### src/rtl/brp_pkg.sv
// ----------------------------------------------------------------------------
// brp_pkg
// Shared types and constants for the batch request parser: event kinds,
// error codes, configuration register indexes and the event beat layout.
// ----------------------------------------------------------------------------
package brp_pkg;

  // Largest operation count the parser will ever accept
  localparam int unsigned MAX_OPS = 256;
  localparam int unsigned OPS_W   = $clog2(MAX_OPS + 1);

  // Field widths fixed by the request format
  localparam int unsigned BYTE_W  = 8;
  localparam int unsigned KIND_W  = 4;
  localparam int unsigned VALUE_W = 64;
  localparam int unsigned OPN_W   = 8;
  localparam int unsigned CFG_IDX_W  = 3;
  localparam int unsigned CFG_DATA_W = 9;

  // Event kinds
  typedef enum logic [KIND_W-1:0] {
    EV_TAG       = 4'd0,
    EV_BATCH_ID  = 4'd1,
    EV_OP_COUNT  = 4'd2,
    EV_OP_ID     = 4'd3,
    EV_OP_TYPE   = 4'd4,
    EV_FID       = 4'd5,
    EV_COUNT     = 4'd6,
    EV_NAME_CNT  = 4'd7,
    EV_NAME_LEN  = 4'd8,
    EV_NAME_BYTE = 4'd9,
    EV_OFFSET    = 4'd10,
    EV_DATA_BYTE = 4'd11,
    EV_DONE      = 4'd12,
    EV_ERROR     = 4'd13
  } ev_kind_e;

  // Error codes carried in the value of an error event
  localparam logic [VALUE_W-1:0] ERR_TYPE      = 64'd0;
  localparam logic [VALUE_W-1:0] ERR_TOO_MANY  = 64'd1;
  localparam logic [VALUE_W-1:0] ERR_TRUNCATED = 64'd2;

  // Configuration register indexes
  typedef enum logic [CFG_IDX_W-1:0] {
    CFG_REQ_TYPE = 3'd0,
    CFG_WALK_OP  = 3'd1,
    CFG_READ_OP  = 3'd2,
    CFG_WRITE_OP = 3'd3,
    CFG_OP_LIMIT = 3'd4
  } cfg_idx_e;

  // One event beat
  typedef struct packed {
    ev_kind_e            kind;
    logic [VALUE_W-1:0]  value;
    logic [OPN_W-1:0]    opn;
    logic                final_run;
  } ev_t;

  // Events produced by one byte, pushed into the event queue together
  typedef struct packed {
    logic [1:0] cnt;
    ev_t        ev0;
    ev_t        ev1;
  } push_t;

endpackage

### src/rtl/brp_if.sv
// ----------------------------------------------------------------------------
// brp_if
// Valid/ready channels of the batch request parser: request bytes in,
// parse events out.
// ----------------------------------------------------------------------------
interface brp_byte_if;
  logic       valid;
  logic       ready;
  logic [7:0] byte_in;
  logic       last_byte;

  modport source (output valid, output byte_in, output last_byte, input ready);
  modport sink   (input valid, input byte_in, input last_byte, output ready);
endinterface

interface brp_event_if;
  logic        valid;
  logic        ready;
  logic [3:0]  event_kind;
  logic [63:0] event_value;
  logic [7:0]  op_number;
  logic        final_of_run;

  modport source (output valid, output event_kind, output event_value,
                  output op_number, output final_of_run, input ready);
  modport sink   (input valid, input event_kind, input event_value,
                  input op_number, input final_of_run, output ready);
endinterface

### src/rtl/brp_core.sv
// ----------------------------------------------------------------------------
// brp_core
// Input byte register, configuration registers and parse state. One
// registered byte is parsed per cycle whenever the event queue has room
// for two events.
// ----------------------------------------------------------------------------
module brp_core (
  input  logic                          clk_i,
  input  logic                          rst_ni,
  // byte input
  input  logic                          in_valid_i,
  output logic                          in_ready_o,
  input  logic [7:0]                    in_byte_i,
  input  logic                          in_last_i,
  // configuration
  input  logic                          cfg_we_i,
  input  logic [brp_pkg::CFG_IDX_W-1:0] cfg_idx_i,
  input  logic [brp_pkg::CFG_DATA_W-1:0] cfg_data_i,
  // event queue
  input  logic                          q_space_i,
  output brp_pkg::push_t                push_o
);
  import brp_pkg::*;

  typedef enum logic [3:0] {
    PH_TYPE      = 4'd0,
    PH_TAG       = 4'd1,
    PH_BATCHID   = 4'd2,
    PH_OPCOUNT   = 4'd3,
    PH_OPID      = 4'd4,
    PH_OPTYPE    = 4'd5,
    PH_FID       = 4'd6,
    PH_COUNT     = 4'd7,
    PH_NAMECOUNT = 4'd8,
    PH_NAMELEN   = 4'd9,
    PH_NAMEBYTE  = 4'd10,
    PH_OFFSET    = 4'd11,
    PH_DATA      = 4'd12,
    PH_FINISHED  = 4'd13
  } phase_e;

  typedef enum logic [1:0] {
    CLS_OTHER  = 2'd0,
    CLS_WALK   = 2'd1,
    CLS_OFFSET = 2'd2
  } op_class_e;

  // Byte length of the field read in each phase
  function automatic logic [3:0] field_len(input phase_e ph);
    case (ph)
      PH_TAG:       field_len = 4'd2;
      PH_BATCHID:   field_len = 4'd4;
      PH_OPCOUNT:   field_len = 4'd4;
      PH_OPID:      field_len = 4'd4;
      PH_OPTYPE:    field_len = 4'd1;
      PH_FID:       field_len = 4'd4;
      PH_COUNT:     field_len = 4'd4;
      PH_NAMECOUNT: field_len = 4'd2;
      PH_NAMELEN:   field_len = 4'd2;
      PH_OFFSET:    field_len = 4'd8;
      default:      field_len = 4'd1;
    endcase
  endfunction

  // Configuration registers
  logic [7:0]            req_type_q, walk_op_q, read_op_q, write_op_q;
  logic [8:0]            op_limit_q;

  // Input register
  logic                  in_vq;
  logic [7:0]            in_byte_q;
  logic                  in_last_q;

  // Parse state
  phase_e                phase_q, phase_d;
  logic [2:0]            fbc_q, fbc_d;
  logic [VALUE_W-1:0]    acc_q, acc_d;
  logic [OPS_W-1:0]      ops_q, ops_d;
  logic [OPN_W-1:0]      opos_q, opos_d;
  op_class_e             cls_q, cls_d;
  logic [31:0]           pay_q, pay_d;
  logic [15:0]           names_q, names_d;
  logic [15:0]           nbr_q, nbr_d;

  logic                  proc;
  push_t                 push;

  assign proc       = in_vq && q_space_i;
  assign in_ready_o = !in_vq || q_space_i;
  assign push_o     = push;

  // Configuration write port
  always_ff @(posedge clk_i or negedge rst_ni) begin
    if (!rst_ni) begin
      req_type_q <= 8'd0;
      walk_op_q  <= 8'd0;
      read_op_q  <= 8'd1;
      write_op_q <= 8'd2;
      op_limit_q <= 9'd256;
    end else if (cfg_we_i) begin
      case (cfg_idx_i)
        CFG_REQ_TYPE: req_type_q <= cfg_data_i[7:0];
        CFG_WALK_OP:  walk_op_q  <= cfg_data_i[7:0];
        CFG_READ_OP:  read_op_q  <= cfg_data_i[7:0];
        CFG_WRITE_OP: write_op_q <= cfg_data_i[7:0];
        CFG_OP_LIMIT: op_limit_q <= cfg_data_i;
        default: ;
      endcase
    end
  end

  // Input byte register
  always_ff @(posedge clk_i or negedge rst_ni) begin
    if (!rst_ni) begin
      in_vq <= 1'b0;
    end else if (in_valid_i && in_ready_o) begin
      in_vq <= 1'b1;
    end else if (proc) begin
      in_vq <= 1'b0;
    end
  end

  always_ff @(posedge clk_i) begin
    if (in_valid_i && in_ready_o) begin
      in_byte_q <= in_byte_i;
      in_last_q <= in_last_i;
    end
  end

  // Parse step for the registered byte
  always_comb begin
    logic [3:0]         idx1;
    logic [VALUE_W-1:0] acc_new;
    logic [31:0]        v32;
    logic               do_next_name, do_start, do_end_op;
    logic               p_v, d_v, t_v;
    ev_t                p_ev, d_ev, t_ev;
    logic [1:0]         n;

    phase_d = phase_q;
    fbc_d   = fbc_q;
    acc_d   = acc_q;
    ops_d   = ops_q;
    opos_d  = opos_q;
    cls_d   = cls_q;
    pay_d   = pay_q;
    names_d = names_q;
    nbr_d   = nbr_q;

    idx1    = {1'b0, fbc_q} + 4'd1;
    acc_new = acc_q | ({56'd0, in_byte_q} << {fbc_q, 3'b000});
    v32     = acc_new[31:0];

    do_next_name = 1'b0;
    do_start     = 1'b0;
    do_end_op    = 1'b0;
    p_v  = 1'b0;
    d_v  = 1'b0;
    t_v  = 1'b0;
    p_ev = '{kind: EV_ERROR, value: '0, opn: opos_q, final_run: 1'b0};
    d_ev = '{kind: EV_DONE, value: '0, opn: '0, final_run: 1'b0};
    t_ev = '{kind: EV_ERROR, value: ERR_TRUNCATED, opn: '0, final_run: 1'b0};

    case (phase_q)
      PH_FINISHED: ;
      PH_TYPE: begin
        if (in_byte_q != req_type_q) begin
          p_v        = 1'b1;
          p_ev.value = ERR_TYPE;
          phase_d    = PH_FINISHED;
        end else begin
          fbc_d   = 3'd0;
          acc_d   = '0;
          phase_d = PH_TAG;
        end
      end
      PH_NAMEBYTE: begin
        p_v        = 1'b1;
        p_ev.kind  = EV_NAME_BYTE;
        p_ev.value = {56'd0, in_byte_q};
        nbr_d      = nbr_q - 16'd1;
        if (nbr_d == 16'd0) begin
          do_next_name = 1'b1;
        end
      end
      PH_DATA: begin
        p_v        = 1'b1;
        p_ev.kind  = EV_DATA_BYTE;
        p_ev.value = {56'd0, in_byte_q};
        pay_d      = pay_q - 32'd1;
        if (pay_d == 32'd0) begin
          do_end_op = 1'b1;
        end
      end
      PH_TAG, PH_BATCHID, PH_OPCOUNT, PH_OPID, PH_OPTYPE, PH_FID, PH_COUNT,
      PH_NAMECOUNT, PH_NAMELEN, PH_OFFSET: begin
        if (idx1 >= field_len(phase_q)) begin
          // field complete
          fbc_d      = 3'd0;
          acc_d      = '0;
          p_v        = 1'b1;
          p_ev.value = acc_new;
          case (phase_q)
            PH_TAG: begin
              p_ev.kind = EV_TAG;
              phase_d   = PH_BATCHID;
            end
            PH_BATCHID: begin
              p_ev.kind = EV_BATCH_ID;
              phase_d   = PH_OPCOUNT;
            end
            PH_OPCOUNT: begin
              if (v32 > 32'(op_limit_q) || v32 > 32'(MAX_OPS)) begin
                p_ev.value = ERR_TOO_MANY;
                phase_d    = PH_FINISHED;
              end else begin
                p_ev.kind = EV_OP_COUNT;
                ops_d     = v32[OPS_W-1:0];
                opos_d    = '0;
                if (v32 == 32'd0) begin
                  d_v     = 1'b1;
                  phase_d = PH_FINISHED;
                end else begin
                  phase_d = PH_OPID;
                end
              end
            end
            PH_OPID: begin
              p_ev.kind = EV_OP_ID;
              phase_d   = PH_OPTYPE;
            end
            PH_OPTYPE: begin
              p_ev.kind = EV_OP_TYPE;
              if (acc_new[7:0] == walk_op_q) begin
                cls_d = CLS_WALK;
              end else if (acc_new[7:0] == read_op_q || acc_new[7:0] == write_op_q) begin
                cls_d = CLS_OFFSET;
              end else begin
                cls_d = CLS_OTHER;
              end
              phase_d = PH_FID;
            end
            PH_FID: begin
              p_ev.kind = EV_FID;
              phase_d   = PH_COUNT;
            end
            PH_COUNT: begin
              p_ev.kind = EV_COUNT;
              pay_d     = v32;
              if (cls_q == CLS_WALK) begin
                phase_d = PH_NAMECOUNT;
              end else if (cls_q == CLS_OFFSET) begin
                phase_d = PH_OFFSET;
              end else begin
                do_start = 1'b1;
              end
            end
            PH_NAMECOUNT: begin
              p_ev.kind = EV_NAME_CNT;
              names_d   = acc_new[15:0];
              if (names_d == 16'd0) begin
                do_start = 1'b1;
              end else begin
                phase_d = PH_NAMELEN;
              end
            end
            PH_NAMELEN: begin
              p_ev.kind = EV_NAME_LEN;
              nbr_d     = acc_new[15:0];
              if (nbr_d == 16'd0) begin
                do_next_name = 1'b1;
              end else begin
                phase_d = PH_NAMEBYTE;
              end
            end
            default: begin
              p_ev.kind = EV_OFFSET;
              do_start  = 1'b1;
            end
          endcase
        end else begin
          fbc_d = idx1[2:0];
          acc_d = acc_new;
        end
      end
      default: phase_d = PH_FINISHED;
    endcase

    // End of one name
    if (do_next_name) begin
      names_d = names_q - 16'd1;
      if (names_d == 16'd0) begin
        do_start = 1'b1;
      end else begin
        phase_d = PH_NAMELEN;
      end
    end

    // Payload or end of operation
    if (do_start) begin
      if (pay_d != 32'd0) begin
        phase_d = PH_DATA;
      end else begin
        do_end_op = 1'b1;
      end
    end

    // End of operation
    if (do_end_op) begin
      ops_d  = ops_q - OPS_W'(1);
      opos_d = opos_q + OPN_W'(1);
      if (ops_d == '0) begin
        d_v     = 1'b1;
        phase_d = PH_FINISHED;
      end else begin
        phase_d = PH_OPID;
      end
    end

    // Buffer end: truncation check, then back to the type byte
    if (in_last_q) begin
      if (phase_d != PH_FINISHED) begin
        t_v      = 1'b1;
        t_ev.opn = opos_d;
      end
      phase_d = PH_TYPE;
      fbc_d   = 3'd0;
      acc_d   = '0;
      ops_d   = '0;
      opos_d  = '0;
      cls_d   = CLS_OTHER;
      pay_d   = 32'd0;
      names_d = 16'd0;
      nbr_d   = 16'd0;
    end

    // Pack up to two events in order
    n = 2'(p_v) + 2'(d_v) + 2'(t_v);
    if (n > 2'd2) begin
      n = 2'd2;
    end
    if (p_v) begin
      push.ev0 = p_ev;
      push.ev1 = d_v ? d_ev : t_ev;
    end else if (d_v) begin
      push.ev0 = d_ev;
      push.ev1 = t_ev;
    end else begin
      push.ev0 = t_ev;
      push.ev1 = t_ev;
    end
    push.ev0.final_run = (n == 2'd1);
    push.ev1.final_run = 1'b1;
    push.cnt = proc ? n : 2'd0;
  end

  // Parse state registers
  always_ff @(posedge clk_i or negedge rst_ni) begin
    if (!rst_ni) begin
      phase_q <= PH_TYPE;
      fbc_q   <= 3'd0;
      acc_q   <= '0;
      ops_q   <= '0;
      opos_q  <= '0;
      cls_q   <= CLS_OTHER;
      pay_q   <= 32'd0;
      names_q <= 16'd0;
      nbr_q   <= 16'd0;
    end else if (proc) begin
      phase_q <= phase_d;
      fbc_q   <= fbc_d;
      acc_q   <= acc_d;
      ops_q   <= ops_d;
      opos_q  <= opos_d;
      cls_q   <= cls_d;
      pay_q   <= pay_d;
      names_q <= names_d;
      nbr_q   <= nbr_d;
    end
  end

endmodule

### src/rtl/brp_evq.sv
// ----------------------------------------------------------------------------
// brp_evq
// Four-entry event queue: takes up to two events per cycle from the parse
// step and hands out one event beat per cycle while the receiver is ready.
// ----------------------------------------------------------------------------
module brp_evq (
  input  logic           clk_i,
  input  logic           rst_ni,
  input  brp_pkg::push_t push_i,
  output logic           space_o,
  output logic           out_valid_o,
  input  logic           out_ready_i,
  output brp_pkg::ev_t   out_ev_o
);
  import brp_pkg::*;

  ev_t        mem_q [4];
  logic [1:0] wp_q, rp_q;
  logic [2:0] cnt_q;
  logic       pop;

  assign out_valid_o = (cnt_q != 3'd0);
  assign out_ev_o    = mem_q[rp_q];
  assign pop         = out_valid_o && out_ready_i;
  // room for the worst case of two events from one byte
  assign space_o     = (cnt_q <= 3'd2);

  // Entry storage
  always_ff @(posedge clk_i) begin
    if (push_i.cnt != 2'd0) begin
      mem_q[wp_q] <= push_i.ev0;
    end
    if (push_i.cnt == 2'd2) begin
      mem_q[wp_q + 2'd1] <= push_i.ev1;
    end
  end

  // Pointers and fill count
  always_ff @(posedge clk_i or negedge rst_ni) begin
    if (!rst_ni) begin
      wp_q  <= 2'd0;
      rp_q  <= 2'd0;
      cnt_q <= 3'd0;
    end else begin
      wp_q  <= wp_q + push_i.cnt;
      rp_q  <= rp_q + 2'(pop);
      cnt_q <= cnt_q + 3'(push_i.cnt) - 3'(pop);
    end
  end

endmodule

### src/rtl/batch_request_parser.sv
// ----------------------------------------------------------------------------
// batch_request_parser
// Byte-serial parser of little-endian batch requests that turns each field,
// name byte and payload byte into an event beat.
// ----------------------------------------------------------------------------
//  channel  dir  beat                                         handshake
//  req_i    in   byte_in[7:0], last_byte                      valid/ready
//  evt_o    out  event_kind[3:0], event_value[63:0],
//                op_number[7:0], final_of_run                 valid/ready
//  cfg      in   cfg_we_i, cfg_idx_i[2:0], cfg_data_i[8:0]    write strobe
//
// One request byte is parsed per cycle while the event queue has room; a byte
// is held in the input register before its events enter that four-entry queue.
// A byte that yields two events (an event followed by done or truncation)
// adds more to the queue than one output beat takes out, so bytes stall
// while such bytes follow each other; the queue drain rate sets the pace.
// Reset clears the parse state and the queue at once; no clearing pass.
// Bytes stall only when the queue cannot take two more events.
// ----------------------------------------------------------------------------
module batch_request_parser (
  input  logic                           clk_i,
  input  logic                           rst_ni,
  brp_byte_if.sink                       req_i,
  brp_event_if.source                    evt_o,
  input  logic                           cfg_we_i,
  input  logic [brp_pkg::CFG_IDX_W-1:0]  cfg_idx_i,
  input  logic [brp_pkg::CFG_DATA_W-1:0] cfg_data_i
);
  import brp_pkg::*;

  push_t push;
  logic  space;
  ev_t   ev;

  // Parse step
  brp_core u_core (
    .clk_i      (clk_i),
    .rst_ni     (rst_ni),
    .in_valid_i (req_i.valid),
    .in_ready_o (req_i.ready),
    .in_byte_i  (req_i.byte_in),
    .in_last_i  (req_i.last_byte),
    .cfg_we_i   (cfg_we_i),
    .cfg_idx_i  (cfg_idx_i),
    .cfg_data_i (cfg_data_i),
    .q_space_i  (space),
    .push_o     (push)
  );

  // Event queue
  brp_evq u_evq (
    .clk_i       (clk_i),
    .rst_ni      (rst_ni),
    .push_i      (push),
    .space_o     (space),
    .out_valid_o (evt_o.valid),
    .out_ready_i (evt_o.ready),
    .out_ev_o    (ev)
  );

  assign evt_o.event_kind   = ev.kind;
  assign evt_o.event_value  = ev.value;
  assign evt_o.op_number    = ev.opn;
  assign evt_o.final_of_run = ev.final_run;

endmodule

### src/flat_wrapper.sv
// flat-port wrapper written by rule: the top's interface ports become plain ports
module batch_request_parser_flat import brp_pkg::*;
  (clk_i, rst_ni, cfg_we_i, cfg_idx_i, cfg_data_i, req_i_valid, req_i_byte_in, req_i_last_byte, req_i_ready, evt_o_valid, evt_o_event_kind, evt_o_event_value, evt_o_op_number, evt_o_final_of_run, evt_o_ready);
  brp_byte_if req_i_i ();
  brp_event_if evt_o_i ();
  input  logic clk_i;
  input  logic rst_ni;
  input  logic cfg_we_i;
  input  logic [brp_pkg::CFG_IDX_W-1:0] cfg_idx_i;
  input  logic [brp_pkg::CFG_DATA_W-1:0] cfg_data_i;
  input wire logic [$bits(req_i_i.valid)-1:0] req_i_valid;
  input wire logic [$bits(req_i_i.byte_in)-1:0] req_i_byte_in;
  input wire logic [$bits(req_i_i.last_byte)-1:0] req_i_last_byte;
  output wire logic [$bits(req_i_i.ready)-1:0] req_i_ready;
  output wire logic [$bits(evt_o_i.valid)-1:0] evt_o_valid;
  output wire logic [$bits(evt_o_i.event_kind)-1:0] evt_o_event_kind;
  output wire logic [$bits(evt_o_i.event_value)-1:0] evt_o_event_value;
  output wire logic [$bits(evt_o_i.op_number)-1:0] evt_o_op_number;
  output wire logic [$bits(evt_o_i.final_of_run)-1:0] evt_o_final_of_run;
  input wire logic [$bits(evt_o_i.ready)-1:0] evt_o_ready;
  assign req_i_i.valid = req_i_valid;
  assign req_i_i.byte_in = req_i_byte_in;
  assign req_i_i.last_byte = req_i_last_byte;
  assign req_i_ready = req_i_i.ready;
  assign evt_o_valid = evt_o_i.valid;
  assign evt_o_event_kind = evt_o_i.event_kind;
  assign evt_o_event_value = evt_o_i.event_value;
  assign evt_o_op_number = evt_o_i.op_number;
  assign evt_o_final_of_run = evt_o_i.final_of_run;
  assign evt_o_i.ready = evt_o_ready;
  batch_request_parser u_core (.clk_i(clk_i), .rst_ni(rst_ni), .req_i(req_i_i), .evt_o(evt_o_i), .cfg_we_i(cfg_we_i), .cfg_idx_i(cfg_idx_i), .cfg_data_i(cfg_data_i));
endmodule
### config.mk
export PLATFORM = sky130hd
export DESIGN_NAME = batch_request_parser_flat
export DESIGN_NICKNAME = d
export VERILOG_FILES = /design/src/rtl/brp_pkg.sv /design/src/rtl/brp_if.sv /design/src/rtl/brp_core.sv /design/src/rtl/brp_evq.sv /design/src/rtl/batch_request_parser.sv /design/src/flat_wrapper.sv
export SDC_FILE = /design/constraint.sdc
export NUM_CORES = 1
export LEC_CHECK = 0
export BUFFER_PORTS_ARGS = -buffer_cell sky130_fd_sc_hd__buf_2
export CAP_MARGIN = 20
export CORE_MARGIN = 2
export CORE_UTILIZATION = 35
export DETAILED_ROUTE_END_ITERATION = 7
export PLACE_DENSITY_LB_ADDON = 0.05
export SLEW_MARGIN = 10
export SYNTH_ARGS = -nofsm -noshare
export SYNTH_HDL_FRONTEND = slang
export SYNTH_HIERARCHICAL = 1
export SYNTH_SLANG_ARGS = --single-unit
export TNS_END_PERCENT = 1
### constraint.sdc
create_clock -name clk_i -period 34.8 [get_ports clk_i]
set_clock_uncertainty 0.15 [all_clocks]
set_input_delay 3.48 -clock clk_i [delete_from_list [all_inputs] [get_ports clk_i]]
set_output_delay 3.48 -clock clk_i [all_outputs]
set_load 0.01 [all_outputs]
### Word-level counts from Yosys, hierarchy flattened

Memories as Yosys holds them, arrays and structs flattened.
Index checks and enable logic that the tools add are counted.

* $add $sub $neg: 13
* multipliers: 0
* div/mod/pow operators: 0
* order comparisons: 5
* eq/ne operators: 30
* shifts and indexed selects: 1
* muxes and demuxes: 105
* bitwise logic cells: 1
* reduce and logical (&&, ||, !) cells: 44

Operator list (count)
* $mux 64: 5
* $pmux 64 s2: 2
* $mux 154: 1
* $mux 151: 1
* $mux 16: 8
* $mux 32: 3
* $mux 74: 1
* $pmux 4 s9: 2
* $mux 4: 17
* $mux 68: 1
* $logic_not 32->1: 2
* $mux 8: 8
* $or 64x64->64: 1
* $pmux 32 s2: 1
* $shl 8x6->64: 1
* $mux 9: 6
* $logic_not 16->1: 3
* $gt 32x9->1: 1
* $gt 32x9->1 const B: 1
* $pmux 16 s2: 1
* $reduce_bool 32->1: 1
* $sub 16x1->16 const B: 2
* $sub 32x1->32 const B: 1
* $mux 1: 31
* other kinds (48): 98

* flip-flop bits (word level): 212
* bits in latches: 0
* bits in writable memories: 308
* ROM bits: 64
* input port bits: 26
* output and inout bits: 79
* word-level logic and storage cells: 221
* memories: 2

Memory list
* u_core.u_evq.mem_q: words 4, bits a word 77, rd ports 1, clocked after Yosys merged registers in 0, wr ports 2, RTL line brp_evq.sv:17 `ev_t mem_q [4];`
* (name not given): words 16, bits a word 4, rd ports 1, clocked after Yosys merged registers in 0, wr ports 0, RTL line brp_core.sv:50 `case (ph)`

### Longest topological paths before layout

Gate-level depths: netlist (run 1).

* depth after elaboration: 23
* depth in mapped cells: 28
* gate-level depth less buffers: 23

### Cells and area by module

The synthesis (run 1) kept the hierarchy.

By module, submodules not included
* brp_evq: times used 1, cells each 787, area an instance 15436.1 um^2, seq. area each 9424.0 um^2
* brp_core: times used 1, cells each 1716, area an instance 14341.3 um^2, seq. area each 5178.7 um^2

### Worst setup path before layout (run 1)

OpenSTA, ideal clock, no wires.

* path type: register to register
* start point: register u_core.u_core.phase_q[2]
* end point: memory u_core/u_evq/mem_q[0][0] (netlist bit) (enable)
* data arrival time: 10501 ps
* data required time: 34031 ps
* slack: 23530 ps
* stages on the path, launching flop included: 24
* buffers on the path: 4
* cells stage by stage: dfrtp_1 -> buf_2 -> buf_1 -> a21oi_1 -> or2_2 -> o21a_1 -> ha_1 -> nor2b_1 -> o21a_1 -> clkbuf_1 -> nor3_4 -> nor2_2 -> a211o_1 -> or4_1 -> nor3_4 -> a41oi_4 -> buf_2 -> nor2_1 -> a31oi_1 -> fa_1 -> nor2b_1 -> and2_1 -> o21bai_1 -> o21ai_0

RTL lines
* start: declaration: RTL line brp_core.sv:75 `phase_e phase_q, phase_d;`
* start signal: assignment: RTL line brp_core.sv:370 `phase_q <= phase_d;`
* end: declaration: RTL line brp_evq.sv:17

==> results.ini, run 1 <==
[timing]
period_needed_ps = 9398
hold_viol = 0
setup_ws_ps = 25400
final.setup.tns_ps = 0
worstMarginPinSlew_ps = 1067
setup_viol = 0
slew_violations = 0
rsz0062_at_grt = no
max_freq_mhz = 106.4
fin_crit_sh_pct = 27.00
slew_headroom_pct = 28.84

[synthesis]
synth-edff-count = 317
yosysUniqueCellTypes = 106
synth_seq_cells = 520
yosysWarnings = 6
post-synth-top-area-fraction_pct = 31.97
yosysMostFrequentCell = edfxtp_1
ys_dominant_reg_cell = edfxtp_1
synth_area_leaders = edfxtp_1, dfrtp_1, mux2_2
yosys.area.top_type = edfxtp_1
syn_avg_cell_area_um2 = 11.90
ys_async_sr_fraction_pct = 39.04
ys_seq_area_share_pct = 49.04
synth_common_cells = edfxtp_1, mux2_2, dfrtp_1, nor2_1, a21oi_1
syn_inst = 2503
syn-cell-area_um2 = 29780

[floorplanning]
die_h_um = 295.7
io_pins = 105
start_util_pct = 35.47
die_x_um = 295.7
rows = 106
dieArea_um2 = 87430
coreArea_um2 = 83950

[finish]
final_nets = 2604
num_antenna_cells = 0
areaGrowthSynthToFinish_pct = 11.59
drive_above_1_share_pct = 27.64

[power]
ir_drop_mv = 0.07719
power_density_nw_per_um2 = 102.6
p_leak_uw = 0.01285
p_total_uw = 3411

[global_route]
grt_pass1_vias = 21230
grt_max_degree = 129
antenna_found_initial = 5
grt_first_pass_wirelength_mm = 141.1
grt-ovfl-total = 0
track_usage_pct = 21.49

[placement]
post-dp-hpwl_mm = 59.76
portBuffers = 104
place_ws_ps = 25350
place_congestion = 0.8640

[critical_path]
crit_arrival_ps = 9510
path_buf_inv = 3
critPathSlowestCell = buf_4
critPathMaxStageDelay_ps = 870
cp_top_family = simple AND/OR/NAND/NOR gates
cpMostUsedCell = nor2b_1
cp_cell_sequence = nor2b_1, a21oi_1, clkinv_1, ha_1, nor2b_1, o211ai_1, a21oi_1, o41ai_1, nand4b_1, or3_1, inv_1, a31oi_1, fa_1, nor2b_1, and2_1, and4bb_4, o21bai_4, buf_4
crit_path_end_kind = register
critical_path.startpoint_type = register
critPathMaxFanout = 56
worstPathRequired_ps = 34910
worstSetupPathType = reg2reg

[min_path]
hp-class = reg2reg

[drt]
ant_nets = 0
routed_via_density = 5.576
drt_iter0_drc = 1369
first_pass_iters = 5
wl_per_cell_um = 25.15
vias = 20830
wl_mm = 93.95
route.detailed.drc = 0

[status]
status = complete, no violations

[clocking]
postCtsSetupBuffers = 0
cts_root_buf = clkbuf_16
cts_tree = built
post_cts_resized = 0
cts_buffers = 61
clock_latency_ps = 660
clock_sinks = 520
path_clk_slew_ps = 60
cts.path.max_buffers = 3
h-tree-depth = 2
cts_hold_buf = 0

[job]
maxCapViolations = 0

==> per-layer routing <==
metal | wire length, um | track usage (%) | up-vias
li1 | - | - | 9477
met1 | 41770 | 28.92 | 10640
met2 | 44740 | 35.80 | 554
met3 | 4236 | 2.728 | 157
met4 | 3209 | 7.218 | 0
met5 | 0 | 0 | -
==> power breakdown <==
group | total [uW] | switching [uW] | leakage [uW] | internal [uW]
registers | 1070 | 146 | 0.00566 | 923
clock network | 669 | 275 | 0.00100 | 393
logic | 1670 | 1060 | 0.00619 | 616
==> flip-flops by register name (all words and copies together), names as in the netlist <==
| signal | count |
|---|---|
| u_core/u_core/acc_q | 64 |
| u_core/u_core/cls_q | 2 |
| u_core/u_core/fbc_q | 3 |
| u_core/u_core/in_byte_q | 8 |
| u_core/u_core/in_last_q | 1 |
| u_core/u_core/in_vq | 1 |
| u_core/u_core/names_q | 16 |
| u_core/u_core/nbr_q | 16 |
| u_core/u_core/op_limit_q | 9 |
| u_core/u_core/opos_q | 8 |
| u_core/u_core/ops_q | 9 |
| u_core/u_core/pay_q | 32 |
| u_core/u_core/phase_q | 4 |
| u_core/u_core/read_op_q | 8 |
| u_core/u_core/req_type_q | 8 |
| u_core/u_core/walk_op_q | 8 |
| u_core/u_core/write_op_q | 8 |
| u_core/u_evq/cnt_q | 3 |
| u_core/u_evq/mem_q | 308 |
| u_core/u_evq/rp_q | 2 |
| u_core/u_evq/wp_q | 2 |
==> cell usage in the layout, fill, tap and decap left out, drive strengths merged, types with 34 or more instances in the layout <==
cell type / netlist / routed
buf: 143 / 165
a21oi: 160 / 160
conb: 2 / 67
nor4: 41 / 41
clkbuf: 105 / 91
dfrtp: 200 / 200
nand3: 34 / 34
o21ai: 134 / 134
mux4: 77 / 77
a22o: 52 / 52
xnor2: 34 / 34
nor3: 45 / 45
inv: 45 / 47
nor2: 199 / 199
mux2: 349 / 349
nand2: 140 / 140
edfxtp: 317 / 317
==> logic make-up after synthesis <==
logic type      count (synthesis)  synth area share, %
buf+inv                       294                5.235
flops                         520                49.04
fa+ha+maj                      30                1.311
other cells                     2              0.02522
mux                           432                19.84
compound gates                510                11.07
xor+xnor                       55                1.618
simple gates                  660                11.86
==> worst register-to-register path, stage by stage, from the launching register on <==
cell	delay [ps]
edfxtp_1	770
nor2b_1	340
a21oi_1	780
clkinv_1	750
ha_1	530
nor2b_1	140
o211ai_1	150
a21oi_1	90
o41ai_1	600
nand4b_1	290
or3_1	730
inv_1	330
a31oi_1	160
fa_1	450
nor2b_1	190
and2_1	280
and4bb_4	820
o21bai_4	510
buf_4	870
==> final timing paths <==
path | startpoint | endpoint | slack [ps] | cells after the start
worst max register to register | u_core/u_core/in_byte_q[1] | u_core/u_evq/mem_q[2][25] | 25400 | 18
max in group asynchronous | rst_ni | u_core/u_evq/rp_q[1] | 30550 | 2
worst min-delay path | u_core/u_core/acc_q[59] | u_core/u_core/acc_q[59] | 350 | 1
worst min register to register | u_core/u_core/acc_q[59] | u_core/u_core/acc_q[59] | 350 | 1
min in group asynchronous | rst_ni | u_core/u_core/names_q[9] | 2660 | 1
worst max-delay path | u_core/u_core/in_byte_q[1] | u_core/u_evq/mem_q[2][25] | 25400 | 18
==> stage by stage <==
stage / instances / area [um^2] / hold WS, ps / utilization (%)
global placement: 3619 / 31130 / 332.9 / 37.08
CTS: 3735 / 33230 / 354.8 / 39.58
floorplan: 2568 / 30020 / 316.8 / -
finish: 3735 / 33230 / 353.9 / 39.58
detailed placement: 3619 / 31130 / 332.7 / 37.08
global route: 3735 / 33230 / 370.1 / 39.58
==> area by class of cell <==
cell class,count,area [um^2]
Multi-Input combinational cell,1754,13930
Tap cell,1134,1419
Sequential cell,520,14610
Timing Repair Buffer,165,1001
Inverter,46,172.7
Fill cell,8114,50720
Clock buffer,91,1749
Clock inverter,25,347.8
Power figures use the tool's default switching activity.
==> run 2: changes to the inputs <==
clock period = 8.5 ns   (was 34.8 ns; I/O delays follow)
==> run 2 against run 1 <==
  * Worst hold slack worse by 250 ps
  * Count of clock-buffer cells in the layout is 1 lower
  * First-iteration DRC count is 7.7% higher
  * Clock power grew to 4.2 times the previous value
  * Critical endpoint is now u_core/u_evq/mem_q[2][20]
  * Critical path depth stayed put
  * Power grew to 4.2 times the previous value
  * Critical path type unchanged
  * Maximum frequency is 24% higher
  * Cell count is 1.3% higher
==> results.ini, run 2 (synthesis results as in run 1) <==
[critical_path]
critPathMaxFanout = 26  ; was 56
critPathSlowestCell = dfrtp_1  ; was buf_4
reg2reg_slack_ps = 900  ; was 25400 ps
crit-reg2reg-launch = u_core/u_core/phase_q[3]  ; was u_core/u_core/in_byte_q[1]
critPathMaxStageDelay_ps = 800  ; was 870 ps
worstPathRequired_ps = 8650  ; was 34910 ps
path_buf_inv = 1  ; was 3
reg2reg_depth = 18  ; unchanged
reg2reg_to = u_core/u_evq/mem_q[2][20]  ; was u_core/u_evq/mem_q[2][25]
crit_path_end_kind = register  ; unchanged
cpMostUsedCell = nor2b_1  ; unchanged
critical_path.startpoint_type = register  ; unchanged
worstSetupPathType = reg2reg  ; unchanged
cp_num_cells = 18  ; unchanged
crit_arrival_ps = 7750  ; was 9510 ps
cp_top_family = simple AND/OR/NAND/NOR gates  ; unchanged
cp_cell_sequence = nor2b_1, nand3_1, ha_1, o21a_1, nor2_1, nor3_4, nor2_2, a211o_1, or4_1, nor4_2, a311oi_1, nor2_4, fa_1, nor2b_1, and2_1, o21bai_1, o21bai_4, buf_12  ; was nor2b_1, a21oi_1, clkinv_1, ha_1, nor2b_1, o211ai_1, a21oi_1, o41ai_1, nand4b_1, or3_1, inv_1, a31oi_1, fa_1, nor2b_1, and2_1, and4bb_4, o21bai_4, buf_4

[placement]
post-place-cells = 3665  ; was 3619
portBuffers = 104  ; unchanged
place_congestion = 0.8903  ; was 0.8640
post-dp-hpwl_mm = 63.84  ; was 59.76 mm

[power]
p_total_uw = 14330  ; was 3411 uW
power_density_nw_per_um2 = 423.9  ; was 102.6 nW/um^2
pwr-share-clk_pct = 19.6  ; about the same
p_int_uw = 8128  ; was 1933 uW
power_switching_uw = 6206  ; was 1478 uW
switching_share_pct = 43.30  ; was 43.34%
combPwrFrac_pct = 50.1  ; was 49.0%
p_seq_share_pct = 30.3  ; was 31.4%
ir_drop_mv = 0.3052  ; was 0.07719 mV
p_leak_uw = 0.01314  ; was 0.01285 uW

[global_route]
grt-ovfl-total = 0  ; unchanged
track_usage_pct = 22.61  ; was 21.49%
antenna_found_initial = 3  ; was 5
grt_pass1_vias = 21670  ; was 21230
grt_first_pass_wirelength_mm = 147.4  ; was 141.1 mm
grt_max_degree = 125  ; was 129

[job]
maxCapViolations = 0  ; unchanged

[floorplanning]
die_h_um = 295.7  ; unchanged
dieArea_um2 = 87430  ; unchanged
die_x_um = 295.7  ; unchanged
io_pins = 105  ; unchanged
start_util_pct = 35.47  ; unchanged
coreArea_um2 = 83950  ; unchanged
rows = 106  ; unchanged

[drt]
ant_nets = 0  ; unchanged
route.detailed.drc = 0  ; unchanged
first_pass_iters = 5  ; unchanged
vias = 21030  ; was 20830
drt_iter0_drc = 1474  ; was 1369
routed_via_density = 5.557  ; was 5.576
wl_per_cell_um = 25.83  ; was 25.15 um
wl_mm = 97.74  ; was 93.95 mm

[finish]
top_register = u_core/u_evq/mem_q  ; unchanged
largest_registers = u_core/u_evq/mem_q: 308 flops, u_core/u_core/acc_q: 64 flops, u_core/u_core/pay_q: 32 flops  ; unchanged
largest_register_ffs = 308  ; unchanged
finalNonFillerCells = 3784  ; was 3735
num_antenna_cells = 0  ; unchanged
layout_common_cells = edfxtp_1, mux2_2, dfrtp_1  ; unchanged
final_common_cell = edfxtp_1  ; unchanged
drive_above_1_share_pct = 28.83  ; was 27.64%
areaGrowthSynthToFinish_pct = 13.57  ; was 11.59%
n_fill_cell = 8082  ; was 8114
final_nets = 2655  ; was 2604

[timing]
slew_violations = 0  ; unchanged
worstMarginPinSlew_ps = 1113  ; was 1067 ps
period_needed_ps = 7602  ; was 9398 ps
max_freq_mhz = 131.5  ; was 106.4 MHz
setup_viol = 0  ; unchanged
rsz0062_at_grt = no  ; unchanged
hold_viol = 0  ; unchanged
fin_crit_sh_pct = 89.43  ; was 27.00%
slew_headroom_pct = 25.03  ; was 28.84%

[clocking]
cts_tree = built  ; unchanged
clock_latency_ps = 610  ; was 660 ps
cts_hold_buf = 0  ; unchanged
cts.path.max_buffers = 3  ; unchanged
clock_sinks = 520  ; unchanged
postCtsSetupBuffers = 0  ; unchanged
post_cts_resized = 0  ; unchanged
cts_root_buf = clkbuf_16  ; unchanged
path_clk_slew_ps = 60  ; about the same
cts_buffers = 66  ; was 61
h-tree-depth = 3  ; was 2

[status]
status = complete, no violations  ; unchanged

[min_path]
hp-class = in2async  ; was reg2reg

[run 2: cell count changes in the layout (fill, tap and decap cells not counted), sizes merged]
cell	change
clkinvlp	-2
buf	+45
clkinv	+7
bufinv	-1
[run 2: worst register-to-register path, cell delays in order (launching register included)]
cell,delay (ps)
dfrtp_1,800
nor2b_1,440
nand3_1,140
ha_1,300
o21a_1,120
nor2_1,140
nor3_4,670
nor2_2,210
a211o_1,370
or4_1,540
nor4_2,550
a311oi_1,240
nor2_4,350
fa_1,480
nor2b_1,250
and2_1,410
o21bai_1,240
o21bai_4,570
buf_12,300
[run 2: worst max path at each step]
stage,startpoint,endpoint
final,u_core/u_core/phase_q[3],u_core/u_evq/mem_q[2][20]
after global routing,u_core/u_core/phase_q[3],u_core/u_evq/mem_q[2][45]
after CTS,u_core/u_core/fbc_q[2],u_core/u_evq/mem_q[2][45]
after detailed placement,u_core/u_core/phase_q[3],u_core/u_evq/mem_q[2][36]
after global placement,u_core/u_core/phase_q[3],u_core/u_evq/mem_q[2][34]
after floorplan,u_core/u_core/phase_q[2],u_core/u_evq/mem_q[1][0]
[run 2: layout make-up]
cell class                 instances  area (um^2)  share of cell area [%]
tap                             1134         1419                   4.196
clock inverter                    29        354.1                   1.047
multi-input combinational       1754        13940                   41.22
inverter                          46        172.7                  0.5106
timing repair buffer             211         1520                   4.495
sequential                       520        14610                   43.20
clock buffer                      90         1803                   5.332
[run 2: power groups by stage]
| stage | combinational [uW] | clock, uW | sequential, uW |
|---|---|---|---|
| after floorplan | 4760 | 0 | 4100 |
| after global placement | 7230 | 0 | 4360 |
| after detailed placement | 7220 | 0 | 4390 |
| after CTS | 7250 | 2900 | 4340 |
| after global routing | 7790 | 3000 | 4440 |
| final | 7180 | 2810 | 4340 |
[run 2: per-stage QoR]
step	setup WS [ps]	TNS [ps]	hold WS (ps)	cell area, um^2	utilization (%)
after floorplan	-474.5	-73080	316.8	30030	-
after global placement	1053	0	333.8	31650	37.70
after detailed placement	953.3	0	336.0	31660	37.71
after CTS	960.1	0	124.2	33820	40.28
after global routing	456.3	0	141.0	33820	40.28
final	898.1	0	105.2	33820	40.28
[run 2: layer usage]
layer	GRT usage [%]	part of all wire, %
met1	30.87	45
met2	37.63	48
met3	3.088	4.0
met4	6.166	2.7
met5	0	0
==> run 3: changes to the inputs <==
RECOVER_POWER = 25   (was default)
SYNTH_HIERARCHICAL = default   (was 1)
==> run 3 against run 2 <==
  * The flow now finishes with violations (design-rule violations, max-capacitance violations, max-slew violations)
  * Maximum frequency is 4.7% lower
  * Sequential power is 21% lower
  * Via count increased by 5.6%
  * Largest cell class is now multi-input combinational cells
  * Die area down 13%
  * Power shrank 13%
==> results.ini, run 3 <==
[status]
status = finished, violations left  ; was complete, no violations
violations = design-rule violations, max-capacitance violations, max-slew violations

[synthesis]
yosysUniqueCellTypes = 91  ; was 106
synth_mux_area_share_pct = 8.635  ; was 19.84%
syn_avg_cell_area_um2 = 9.218  ; was 11.90 um^2
synth_compound_area_share_pct = 18.94  ; was 11.07%
ys_seq_area_share_pct = 46.09  ; was 49.04%
synth_top_family_by_area = compound AO/OA/AOI/OAI gates  ; was multiplexers
post-synth-top-area-fraction_pct = 20.74  ; was 31.97%
syn-num-nets = 2864
synth_area_leaders = dfxtp_1, dfrtp_1, o21ai_0  ; was edfxtp_1, dfrtp_1, mux2_2
ys_async_sr_fraction_pct = 39.04  ; unchanged
synth_common_cells = o21ai_0, dfxtp_1, nand3_1, nand2_1, clkbuf_1  ; was edfxtp_1, mux2_2, dfrtp_1, nor2_1, a21oi_1
yosys.area.top_type = dfxtp_1  ; was edfxtp_1
syn_inst = 2806  ; was 2503
yosys.area_share.simple_pct = 18.27  ; was 11.86%
synth_adder_area_share_pct = 1.606  ; was 1.311%
synth-edff-count = 49  ; was 317
syn-cell-area_um2 = 25860  ; was 29780 um^2
ys_dominant_reg_cell = dfxtp_1  ; was edfxtp_1
synth_xor_xnor_area_share_pct = 2.162  ; was 1.618%
yosysMostFrequentCell = o21ai_0  ; was edfxtp_1
synth_seq_cells = 520  ; unchanged
yosysWarnings = 0  ; was 6

[critical_path]
worstSetupPathType = reg2reg  ; unchanged
critical_path.startpoint_type = register  ; unchanged
worstPathRequired_ps = 8870  ; was 8650 ps
crit_arrival_ps = 8350  ; was 7750 ps
critPathMaxFanout = 32  ; was 26
crit_path_end_kind = register  ; unchanged

[timing]
slew_violations = 102  ; was 0
final.setup.tns_ps = 0  ; unchanged
worstMarginPinSlew_ps = 2993  ; was 1113 ps
slew_headroom_pct = -99.56  ; was 25.03%
max_freq_mhz = 125.3  ; was 131.5 MHz
setup_viol = 0  ; unchanged
setup_ws_ps = 519.8  ; was 898.1 ps
rsz0062_at_grt = no  ; unchanged
period_needed_ps = 7980  ; was 7602 ps
hold_viol = 0  ; unchanged
fin_crit_sh_pct = 93.89  ; was 89.43%

[drt]
route.detailed.drc = 9  ; was 0
vias = 22200  ; was 21030
routed_via_density = 5.779  ; was 5.557
wl_per_cell_um = 24.79  ; was 25.83 um
first_pass_iters = 8  ; was 5
wl_mm = 95.23  ; was 97.74 mm
drt_iter0_drc = 1784  ; was 1474
ant_nets = 0  ; unchanged

[floorplanning]
die_x_um = 275.8  ; was 295.7 um
start_util_pct = 35.39  ; was 35.47%
dieArea_um2 = 76090  ; was 87430 um^2
rows = 99  ; was 106
die_h_um = 275.8  ; was 295.7 um
coreArea_um2 = 73080  ; was 83950 um^2
io_pins = 105  ; unchanged

[clocking]
h-tree-depth = 2  ; was 3
clock_latency_ps = 650  ; was 610 ps
cts_root_buf = clkbuf_16  ; unchanged
cts_tree = built  ; unchanged
postCtsSetupBuffers = 0  ; unchanged
clock_sinks = 520  ; unchanged
path_clk_slew_ps = 60  ; about the same
cts.path.max_buffers = 3  ; unchanged
cts_buffers = 61  ; was 66

[global_route]
grt_max_degree = 135  ; was 125
grt_pass1_vias = 21300  ; was 21670
grt_first_pass_wirelength_mm = 141.5  ; was 147.4 mm
antenna_found_initial = 3  ; unchanged
track_usage_pct = 24.71  ; was 22.61%
grt-ovfl-total = 0  ; unchanged

[finish]
final_nets = 2888  ; was 2655
final_common_cell = o21ai_0  ; was edfxtp_1
final_area_um2 = 29590  ; was 33820 um^2
largest_register_ffs = 308  ; unchanged
layout_common_cells = o21ai_0, dfxtp_1, nand3_1  ; was edfxtp_1, mux2_2, dfrtp_1
drive_above_1_share_pct = 15.61  ; was 28.83%
top_register = u_core.u_evq.mem_q  ; was u_core/u_evq/mem_q
areaGrowthSynthToFinish_pct = 14.41  ; was 13.57%
fin_util_pct = 40.49  ; was 40.28%
num_antenna_cells = 0  ; unchanged
n_fill_cell = 7362  ; was 8082
largest_registers = u_core.u_evq.mem_q: 308 flops, u_core.u_core.acc_q: 64 flops, u_core.u_core.pay_q: 32 flops  ; was u_core/u_evq/mem_q: 308 flops, u_core/u_core/acc_q: 64 flops, u_core/u_core/pay_q: 32 flops

[placement]
placed_area_um2 = 27480  ; was 31660 um^2
post-dp-hpwl_mm = 62.47  ; was 63.84 mm
place_congestion = 0.8930  ; was 0.8903
place_ws_ps = 228.8  ; was 953.3 ps
portBuffers = 104  ; unchanged

[power]
power_density_nw_per_um2 = 420.5  ; was 423.9 nW/um^2
p_leak_uw = 0.01179  ; was 0.01314 uW
ir_drop_mv = 0.2295  ; was 0.3052 mV

[job]
maxCapViolations = 2  ; was 0

[min_path]
hp-class = in2async  ; unchanged

[run 3: cell types whose count changed after synthesis, moves of 103 or more]
| cell | previous run | this run |
|---|---|---|
| dfxtp_1 | 0 | 268 |
| mux2_2 | 269 | 37 |
| clkbuf_1 | 104 | 207 |
| nand3_1 | 33 | 241 |
| edfxtp_1 | 317 | 49 |
| o21ai_0 | 129 | 401 |
[run 3: worst max-delay path: stages, from the launching register on]
cell and delay (ps):
dfrtp_1 530, clkinv_1 360, o21ai_0 250, o21a_1 200
ha_1 150, nor2b_1 70, o21ai_1 430, and3_1 590
buf_4 280, o21ai_0 100, a221o_1 340, or4_1 510
or3_4 400, o31ai_2 540, a32oi_1 160, buf_4 220
fa_1 430, nor3b_1 200, buf_4 170, inv_1 60
nand2_1 330, nand2_4 310, o21ai_1 590, and2_1 310
a32o_1 180
[run 3: power by group]
group / internal [uW] / total (uW) / switching (uW)
Sequential: 2930 / 3450 / 523
Clock: 1610 / 2710 / 1100
Combinational: 2020 / 6280 / 4260
[run 3: metrics by stage]
| stage | instances | power [uW] | hold WS (ps) |
|---|---|---|---|
| finish | 3842 | 12440 | 159.2 |
| detailed placement | 3724 | 9721 | 291.1 |
| global placement | 3723 | 9708 | 280.3 |
| floorplan | 2806 | 7443 | 269.9 |
| CTS | 3840 | 12480 | 187.8 |
| global route | 3842 | 13240 | 206.8 |
[run 3: cells by family after synthesis]
| family | after synthesis |
|---|---|
| mux | 121 |
| buf+inv | 288 |
| compound gates | 827 |
| flops | 520 |
| xor+xnor | 63 |
| fa+ha+maj | 32 |
| simple gates | 955 |
[run 3: per-layer routing]
metal / vias to the layer above / wire length, um / track usage (%)
met5: - / 0 / 0
met4: 0 / 2611 / 7.173
met3: 117 / 4096 / 2.584
met2: 599 / 43790 / 39.32
met1: 11120 / 44740 / 35.51
li1: 10370 / - / -
[run 3: cell type report]
class,instances,area (um^2),area share (%)
Clock inverter,18,177.7,0.6004
Sequential cell,520,11930,40.31
Tap cell,959,1200,4.055
Multi-Input combinational cell,1998,12930,43.71
Inverter,55,206.4,0.6977
Timing Repair Buffer,194,1216,4.110
Clock buffer,98,1929,6.520
[run 3: repair_timing]
| item | CTS | global route |
|---|---|---|
| setup endpoints to repair | 0 | 10 |
| hold buffers | 0 | 0 |
| gates resized for setup | 0 | 2 |
[run 3: final timing paths]
check	to	cells past startpoint	startpoint	slack, ps
hold / removal	u_core.u_evq.rp_q[1]	1	rst_ni	160
setup reg to reg	u_core.u_evq.mem_q[0][3]	24	u_core.u_core.phase_q[3]	520
hold reg to reg	u_core.u_evq.mem_q[3][65]	2	u_core.u_evq.mem_q[3][65]	300
max in group asynchronous	u_core.u_core.pay_q[8]	2	rst_ni	4550
setup / recovery	u_core.u_evq.mem_q[0][3]	24	u_core.u_core.phase_q[3]	520
min in group clk_i	u_core.u_core.in_last_q	1	req_i_last_byte	230
